<file path="config.mk">
export PLATFORM = sky130hd
export DESIGN_NAME = htc_cell
export DESIGN_NICKNAME = d
export VERILOG_FILES = /design/src/design/htc_pkg.sv /design/src/design/htc_cell.sv
export SDC_FILE = /design/constraint.sdc
export NUM_CORES = 1
export LEC_CHECK = 0
export BUFFER_PORTS_ARGS = -buffer_cell sky130_fd_sc_hd__buf_2
export CAP_MARGIN = 20
export CORE_MARGIN = 5
export CORE_UTILIZATION = 30
export DETAILED_ROUTE_END_ITERATION = 8
export PLACE_DENSITY = 0.67
export SYNTH_ARGS = -nofsm -noshare
export SYNTH_HDL_FRONTEND = slang
export SYNTH_SLANG_ARGS = --single-unit
</file>
<file path="constraint.sdc">
create_clock -name clk_i -period 2 [get_ports clk_i]
set_clock_uncertainty 0.1 [all_clocks]
set_input_delay 0.3 -clock clk_i [delete_from_list [all_inputs] [get_ports clk_i]]
set_output_delay 0.3 -clock clk_i [all_outputs]
set_load 0.005 [all_outputs]
</file>
<file path="src/design/htc_pkg.sv">
`timescale 1ns / 1ps
package htc_pkg;

  typedef enum logic [2:0] {
    OP_LOAD    = 3'd0,
    OP_ENCODE  = 3'd1,
    OP_DECODE  = 3'd2,
    OP_CLEAR   = 3'd3,
    OP_RESTART = 3'd4
  } op_e;

  typedef enum logic [2:0] {
    ST_LOADED  = 3'd0,
    ST_FULL    = 3'd1,
    ST_ENCODED = 3'd2,
    ST_UNKNOWN = 3'd3,
    ST_DECODED = 3'd4,
    ST_MORE    = 3'd5,
    ST_TOOLONG = 3'd6,
    ST_CLEARED = 3'd7
  } status_e;

  typedef enum logic [1:0] {
    FSM_IDLE,
    FSM_SCAN,
    FSM_DONE
  } fsm_e;

  // search request travelling down the chain
  typedef struct packed {
    logic        encode;
    logic [7:0]  symbol;
    logic [15:0] code;
    logic [4:0]  length;
  } probe_t;

  // hit travelling down the chain
  typedef struct packed {
    logic        hit;
    logic [7:0]  symbol;
    logic [15:0] code;
    logic [4:0]  length;
  } hit_t;

endpackage

</file>
<file path="src/design/htc_cell.sv">
`timescale 1ns / 1ps
module htc_cell
  import htc_pkg::*;
(
  input  logic        clk_i,
  input  logic        load_i,
  input  logic [7:0]  ld_symbol_i,
  input  logic [15:0] ld_code_i,
  input  logic [4:0]  ld_length_i,
  input  logic        active_i,
  input  probe_t      probe_i,
  input  hit_t        hit_i,
  output probe_t      probe_o,
  output hit_t        hit_o
);

  logic [7:0]  sym_q;
  logic [15:0] code_q;
  logic [4:0]  len_q;
  logic        match;

  // entry storage
  always_ff @(posedge clk_i) begin
    if (load_i) begin
      sym_q  <= ld_symbol_i;
      code_q <= ld_code_i;
      len_q  <= ld_length_i;
    end
  end

  // compare against the probe
  always_comb begin
    if (probe_i.encode) begin
      match = (sym_q == probe_i.symbol);
    end else begin
      match = (len_q == probe_i.length) && (code_q == probe_i.code);
    end
  end

  // first hit in load order is kept
  always_ff @(posedge clk_i) begin
    probe_o <= probe_i;
    if (!hit_i.hit && active_i && match) begin
      hit_o <= '{hit: 1'b1, symbol: sym_q, code: code_q, length: len_q};
    end else begin
      hit_o <= hit_i;
    end
  end

endmodule

</file>
== After elaboration in Yosys (flattened, before gate mapping) ==
Cells that the tools add are included.
Operators by class
  eq/ne operators: 3
  multiplexer cells: 2
  reduce and logical (&&, ||, !) cells: 4
Operator list (number)
  $mux 29: 1
  $eq 16x16->1: 1
  $eq 8x8->1: 1
  $eq 5x5->1: 1
  $logic_and 1x1->1: 3
  $logic_not 1->1: 1
  $mux 1: 1
Storage, ports and cells
  register bits: 89

== Depth between registers and ports, before layout ==
Gate-level depths: netlist of run 1.
  depth in word-level cells: 5
  gate-level depth with buffers: 7

== Worst setup path after synthesis of run 1 ==
Ideal clock, no wire load.
  path kind: register to register
  start: register code_q[3]
  end: register hit_o[18] (netlist bit)
  library setup time: 121 ps
  data arrival time: 1707 ps
  required time: 1779 ps
  path slack: 71 ps
  cell stages (with the launch flop): 8
  buffers on the path: 2
  path through: edfxtp_1 -> xnor2_1 -> nand4_1 -> nor4_2 -> a41oi_1 -> buf_4 -> buf_6 -> mux2_4
On the way
  cells in the longest elaborated chain, start to end: 5
Ends and longest elaborated chain
  from (decl): RTL line htc_cell.sv:18  | logic [15:0] code_q;
  from (signal assigned): RTL line htc_cell.sv:26  | code_q <= ld_code_i;
  $eq 16x16->1: RTL line htc_cell.sv:36  | match = (len_q == probe_i.length) && (code_q == probe_i.code);
  $logic_and 1x1->1: RTL line htc_cell.sv:36
  $mux 1: RTL line htc_cell.sv:33  | if (probe_i.encode) begin
  $logic_and 1x1->1: RTL line htc_cell.sv:43  | if (!hit_i.hit && active_i && match) begin
  $mux 29: RTL line htc_cell.sv:43
  to (signal assigned): RTL line htc_cell.sv:44  | hit_o <= '{hit: 1'b1, symbol: sym_q, code: code_q, length: len_q};
  to (signal assigned): RTL line htc_cell.sv:46  | hit_o <= hit_i;
  to (decl): RTL line htc_cell.sv:14  | output hit_t hit_o
No other way between the ends.
A chain may end at the register's enable or synchronous reset.

== Worst setup path in the final report of run 1 ==
  start: register len_q[1]
  end: register hit_o[24] (netlist bit)
On the way
  cells in the longest elaborated chain, start to end: 5
Ends and longest elaborated chain
  from (decl): RTL line htc_cell.sv:19  | logic [4:0] len_q;
  from (signal assigned): RTL line htc_cell.sv:27  | len_q <= ld_length_i;
  $eq 5x5->1: RTL line htc_cell.sv:36
  $logic_and 1x1->1: RTL line htc_cell.sv:36
  $mux 1: RTL line htc_cell.sv:33
  $logic_and 1x1->1: RTL line htc_cell.sv:43
  $mux 29: RTL line htc_cell.sv:43
No other way between the ends.

==> results by group, run 1 <==
Outcome
  – Status: complete, but fails checks
  – Failing checks: negative setup slack

Yosys
  – Most common cell in the netlist: dfxtp_1
  – Top FF cell, synth: dfxtp_1
  – Post-synth EDFFs: 29
  – Async SR Flop Fraction: 0%
  – Syn avg cell area: approximately 17 um2
  – Top cells by count, synth: dfxtp_1 (60), edfxtp_1 (29), xnor2_1 (28)
  – Post-synthesis sequential area ratio: 73.50%
  – Synthesis-stage register bit count: 89
  – Mapped Nets: 260
  – Synth unique cells: 19
  – Netlist Area Pre-Place: between 2000 and 3000 um2
  – Synth warn: 0
  – Synth Instances: roughly 170
  – Post-synth top area share: a little over two fifths
  – Area contributors post-synth: dfxtp_1 (43%), edfxtp_1 (31%), xnor2_1 (8.7%), mux2_2 (7.6%), mux2_4 (5.3%)
  – Synth area leader: dfxtp_1

Timing
  – Fin. Hold Viols: 0
  – Final setup violation count: 29
  – Slew at the pin closest to its max-slew limit: between 0.3 and 0.4 ns
  – Slew margin rel.: roughly three quarters
  – Fin. max-slew vios: 0
  – Period utilization: 104.8%
  – RSZ-0062 raised after global routing: true
  – F_max: between 400 and 500 MHz
  – Min Tclk post-route: between 2 and 2.5 ns
  – Fin worst setup slack: -0.09549 ns

Min path
  – HP Class: in -> reg
  – Worst Hold Path Cells: 1

Die
  – IO Count: ~150
  – Die height: between 100 and 150 um
  – Initial Utilization: 30.65%
  – Die area: between 10000 and 15000 um2
  – Chip Width: ~110 um
  – Core Area: between 9000 and 10000 um2
  – Row count: 35

GRT
  – Initial antenna violation count: 1
  – GRT Overall Usage: approximately an eighth
  – Gr ovfl total: 0
  – Number of global-route vias before repair: ~2300
  – Largest net degree at the start of global routing: 23
  – First-pass GRT wire length: around 11 mm

Critical path
  – Reg2Reg Depth: 7
  – Critical path startpoint category: register
  – WS Path Type: reg -> reg
  – CP required: approximately 2.1 ns
  – CP Capture Type: register
  – Crit Path Max Fanout: 22
  – CP endpoint: hit_o[24]
  – R2r setup slk: -0.1 ns
  – Reg-to-reg critical path endpoint: hit_o[24]
  – Reg-to-Reg Start: len_q[1]
  – WP data arrival: between 2 and 2.5 ns
  – Crit path from: len_q[1]

Pwr
  – Max VDD drop: 337.3 uV
  – Leak: 1.995 nW
  – Clock power share: approximately 37%
  – Register share of total power: a little over half
  – Pint: around 3 mW
  – Sw Share: between 20% and 30%
  – PD cells: approximately 860 nW/um2
  – Combinational group share of total power: around a tenth
  – Switching power: ~800 uW
  – Pwr Total: 3.811 mW

Placed design
  – I/O Buffers: ~150
  – HPWL Detailed: 5.493 mm
  – Pre-CTS setup slack: -0.1983 ns
  – Post-place instance area: approximately 3800 um2
  – Placer congestion estimate: just over 0.7

Final layout
  – Final Cell Area: 4448 um2
  – Core Util, Final: about half
  – Fillcell total: 833
  – Number of antenna diodes: 0
  – Area Overhead vs Synth: 57.79%
  – Nets@finish: 468
  – Register area: around 2100 um2
  – Layout cells sized above 1: between 50% and 60%
  – Multi-input gate area: 749.5 um2

Clocking
  – Clock Tree Root: clkbuf_8
  – Clk slew on worst S/H paths: roughly 0.08 ns
  – Post-CTS Setup Bufs: 0
  – TritonCTS Sinks: 89
  – Clk_lat worst skew: roughly 0.35 ns
  – Num CTS Buffers: 9
  – Clk buf depth: 2
  – CTS tree: done
  – H-tree depth: 3

Detailed routing
  – Vias per cell: between 4 and 5
  – Routed wire length: about 7.3 mm
  – Wirelength per Cell: ~15 um
  – Routed Antenna Nets: 0
  – Drc violations: 0
  – Drt first pass iters: 4
  – Initial drt markers: 18
  – Via count: about 2100

Flow run
  – Max Cap Viol: 0
## state kept, by name, summed over array words and instances, names as in the netlist
signal / count
hit_o: 30
code_q: 16
len_q: 5
sym_q: 8
probe_o: 30
## layout make-up
class	count	share of cell area, %
Clock buffer	12	3.516
Clock inverter	4	1.632
Inverter	2	0.1688
Multi-Input combinational cell	74	16.85
Sequential cell	89	46.58
Tap cell	111	3.122
Timing Repair Buffer	200	28.13
## routing by layer
layer | global-route usage (%) | up-vias | wire, um
li1 | - | 1002 | -
met1 | 14.03 | 960 | 2863
met2 | 23.02 | 93 | 3638
met3 | 6.141 | 10 | 744
met4 | 4.384 | 2 | 89
met5 | 0 | - | 13
## worst max-delay path, cell delays in order, from the launching register on
cell      delay, ns
edfxtp_1       0.43
xnor2_2        0.17
nand4_1        0.15
nor4_2         0.31
buf_4          0.17
a41oi_4        0.13
buf_12         0.20
mux2_4         0.30
## cell usage in the layout, fill, tap and decap left out, drive strengths merged
cell,instances
buf,159
dfxtp,60
dlygate4sd3,41
edfxtp,29
mux2,29
xnor2,28
clkbuf,12
nand4,6
inv,3
nor3,2
nand2,2
bufinv,2
nor4,2
xor2,1
nand3,1
a41oi,1
a21oi,1
o21ai,1
clkinv,1
## power groups by stage
stage	logic, mW	clock network, mW	registers, mW
floorplan	0.104	0	2.07
global placement	0.319	0	2.07
detailed placement	0.324	0	2.07
CTS	0.383	1.45	2.03
global route	0.420	1.52	2.04
finish	0.384	1.40	2.03
## metrics by stage
step / hold slack [ns] / setup TNS [ns] / instances
after floorplan: 0.2277 / 0 / 168
after CTS: 0.0004813 / -2.987 / 487
after global routing: 0.001248 / -4.427 / 492
final: 0.02238 / -1.668 / 492
after detailed placement: 0.3287 / -4.949 / 435
after global placement: 0.3292 / -3.094 / 435
## repair_timing
action                     in CTS  in global routing
hold buffers                   36                  5
setup endpoints to repair      29                 29
hold endpoints to repair       36                  5
pin swaps                       2                  0
resized for setup               2                  0
## kinds of logic after synthesis
| group | after synthesis | share of synthesized area [%] |
|---|---|---|
| mux | 29 | 12.92 |
| buf+inv | 5 | 1.110 |
| xor+xnor | 29 | 9.010 |
| compound gates | 3 | 0.6655 |
| simple gates | 13 | 2.796 |
| flops | 89 | 73.50 |
## worst min path at each step
stage                    from  slack (ns)     endpoint
2_1_floorplan      probe_i[0]        0.23   probe_o[0]
3_3_place_gp      probe_i[16]        0.33  probe_o[16]
3_5_place_dp       probe_i[3]        0.33   probe_o[3]
4_1_cts        ld_symbol_i[7]      0.0005     sym_q[7]
5_1_grt         ld_code_i[13]       0.001   code_q[13]
6_report         ld_code_i[7]        0.02    code_q[7]
Power figures use the tool's default switching activity.
==> run 2: changes to the inputs <==
--- a/config.mk
+++ b/config.mk
@@ -10,6 +10,7 @@
 export CORE_MARGIN = 5
 export CORE_UTILIZATION = 30
 export DETAILED_ROUTE_END_ITERATION = 8
+export HOLD_SLACK_MARGIN = 0.1
 export PLACE_DENSITY = 0.67
 export SYNTH_ARGS = -nofsm -noshare
 export SYNTH_HDL_FRONTEND = slang
==> run 2 against run 1 <==
  * The flow still finishes with violations (negative setup slack)
  * Combinational power increased by 20%
  * Utilization grew 5.1 points
  * Clock power hardly changed
  * Flip-flop and latch count is the same
  * First-iteration DRC count rose by 39%
  * Worst hold slack better by 0.16 ns
  * Fmax fell by 1.1%
  * Die area unchanged
  * Non-clock buffer count is 47 higher
  * Sequential power barely moved
  * Final cell count up 9.6%
==> results by group, run 2 (synthesis results as in run 1) <==
Clocking
  – Clk buf depth: 2 (unchanged)
  – H-tree depth: 3 (unchanged)
  – Clk_lat worst skew: 0.35 ns (about the same)
  – TritonCTS Sinks: 89 (unchanged)
  – Clock Tree Root: clkbuf_8
  – CTS tree: done
  – Num CTS Buffers: 9 (unchanged)
  – Clk slew on worst S/H paths: 0.08 ns (about the same)
  – Post-CTS Setup Bufs: 0 (unchanged)

Die
  – Die height: 106.9 um (unchanged)
  – Initial Utilization: 30.65% (unchanged)
  – Core Area: 9196 um2 (unchanged)
  – IO Count: 152 (unchanged)
  – Die area: 11440 um2 (unchanged)
  – Chip Width: 106.9 um (unchanged)
  – Row count: 35 (unchanged)

Flow run
  – Max Cap Viol: 0 (unchanged)

Critical path
  – WP data arrival: 2.25 ns (+0.02 ns)
  – Critical path startpoint category: register
  – Max incr delay on CP: 0.44 ns (about the same)
  – Cells along the critical path: xnor2_2, nand4_1, nor4_2, buf_4, a41oi_4, buf_12, mux2_4
  – WS Path Type: reg -> reg
  – Worst Path Buf+Inv: 2 (unchanged)
  – Worst path top cell family by delay: simple AND/OR/NAND/NOR gates
  – Crit Path Max Fanout: 22 (unchanged)
  – CP Capture Type: register
  – CP max stage cell: edfxtp_1
  – CP required: 2.13 ns (about the same)

Detailed routing
  – Routed wire length: 8.114 mm (+10%)
  – Drt first pass iters: 4 (unchanged)
  – Drc violations: 0 (unchanged)
  – Wirelength per Cell: 15.05 um (+0.80%)
  – Vias per cell: 4.217 (+0.38%)
  – Via count: 2273 (+10%)
  – Routed Antenna Nets: 0 (unchanged)
  – Initial drt markers: 25 (+7)

Timing
  – Fin worst setup slack: -0.1186 ns (-0.02314 ns)
  – Slew at the pin closest to its max-slew limit: 0.3849 ns (-0.001735 ns)
  – Fin. max-slew vios: 0 (unchanged)
  – Final setup violation count: 29 (unchanged)
  – Slew margin rel.: 74.34% (+0.12 points)
  – Setup_tns: -2.381 ns (-0.7129 ns)
  – Min Tclk post-route: 2.119 ns (+0.02314 ns)
  – F_max: 472.0 MHz (-1.1%)
  – RSZ-0062 raised after global routing: true
  – Period utilization: 105.9% (+1.2 points)
  – Fin. Hold Viols: 0 (unchanged)

Final layout
  – Multi-input gate area: 749.5 um2 (unchanged)
  – Register area: 2072 um2 (unchanged)
  – Final Cell Area: 4918 um2 (+11%)
  – Number of antenna diodes: 0 (unchanged)
  – Top Registers: hit_o: 30 flops, probe_o: 30 flops, code_q: 16 flops
  – Core Util, Final: 53.48% (+5.1 points)
  – Most frequent cells in the layout: buf_2 (151), dlygate4sd3_1 (88), dfxtp_1 (60)
  – Nets@finish: 515 (+10%)
  – Layout cells sized above 1: 47.90% (-5.9 points)
  – Fillcell total: 774 (-7.1%)
  – Area Overhead vs Synth: 74.48%
  – Commonest non-fill, non-tap cell in the layout: buf_2

GRT
  – Largest net degree at the start of global routing: 23 (unchanged)
  – Gr ovfl total: 0 (unchanged)
  – First-pass GRT wire length: 12.61 mm (+11%)
  – Initial antenna violation count: 0 (-1)
  – GRT Overall Usage: 14.56% (+1.4 points)
  – Number of global-route vias before repair: 2544 (+10%)

Placed design
  – Pre-CTS setup slack: -0.1983 ns (unchanged)
  – HPWL Detailed: 5.493 mm (unchanged)
  – Placer congestion estimate: 0.7149 (unchanged)
  – I/O Buffers: 151 (unchanged)
  – Post-place instance area: 3794 um2 (unchanged)

Pwr
  – Pwr Total: 3.886 mW (+2.0%)
  – Leak: 2.191 nW (+9.8%)
  – Clock power share: 35.9% (-0.8 points)
  – PD cells: 790.1 nW/um2 (-7.8%)
  – Max VDD drop: 342.7 uV (+1.6%)
  – Register share of total power: 52.3% (-0.9 points)
  – Sw Share: 21.03% (about the same)
  – Pint: 3.069 mW (+2.0%)
  – Switching power: 817.3 uW (+1.9%)
  – Combinational group share of total power: 11.9% (+1.8 points)

Outcome
  – Status: complete, but fails checks
  – Failing checks: negative setup slack

Min path
  – HP Class: in -> reg
## run 2: changes by cell type in the layout (fill, tap and decap cells not counted)
cell,previous run,this run
dlygate4sd3_1,41,88
## run 2: timing repair
item,4_1_cts,5_1_grt
gates resized for setup,2,0
pin swaps,2,1
hold buffers,88,0
endpoints found under the setup margin,29,29
endpoints found under the hold margin,88,0
## run 2: tightest hold or removal path, delay by kind of cell
family / cells / cell delay, ns
buf+inv: 2 / 0.17
compound gates: 1 / 0.12
## run 2: power groups by stage
stage                     clock network, mW  registers, mW  logic, mW
after floorplan                           0           2.07      0.104
after global placement                    0           2.07      0.319
after detailed placement                  0           2.07      0.324
after CTS                              1.45           2.03      0.462
after global routing                   1.53           2.05      0.500
final                                  1.39           2.03      0.461
## run 2: cell type report
type / instances / area share, %
clock buffers: 12 / 3.180
clock inverters: 4 / 1.475
inverters: 2 / 0.1526
multi-input cells: 74 / 15.24
flip-flops and latches: 89 / 42.13
well taps: 111 / 2.824
repair buffers: 247 / 35.00
## run 2: metal layers
layer | vias up | wire, um | global-route usage, %
li1 | 1101 | - | -
met1 | 1053 | 3079 | 15.20
met2 | 104 | 4202 | 26.39
met3 | 15 | 673 | 5.418
met4 | 0 | 159 | 5.662
met5 | - | 0 | 0
## run 2: path summary, 6_finish.rpt
kind / depth (start not counted) / end / slack, ns / startpoint
worst min-delay path: 3 / hit_o[29] / 0.18 / hit_i[29]
worst max register to register: 7 / hit_o[24] / -0.12 / len_q[1]
worst min register to register: 1 / hit_o[14] / 0.43 / code_q[9]
worst max-delay path: 7 / hit_o[24] / -0.12 / len_q[1]
## run 2: through the flow
step,hold slack (ns),cells
final,0.1792,539
after global routing,0.1591,539
after CTS,0.1447,539
after detailed placement,0.3287,435
after global placement,0.3292,435
after floorplan,0.2277,168
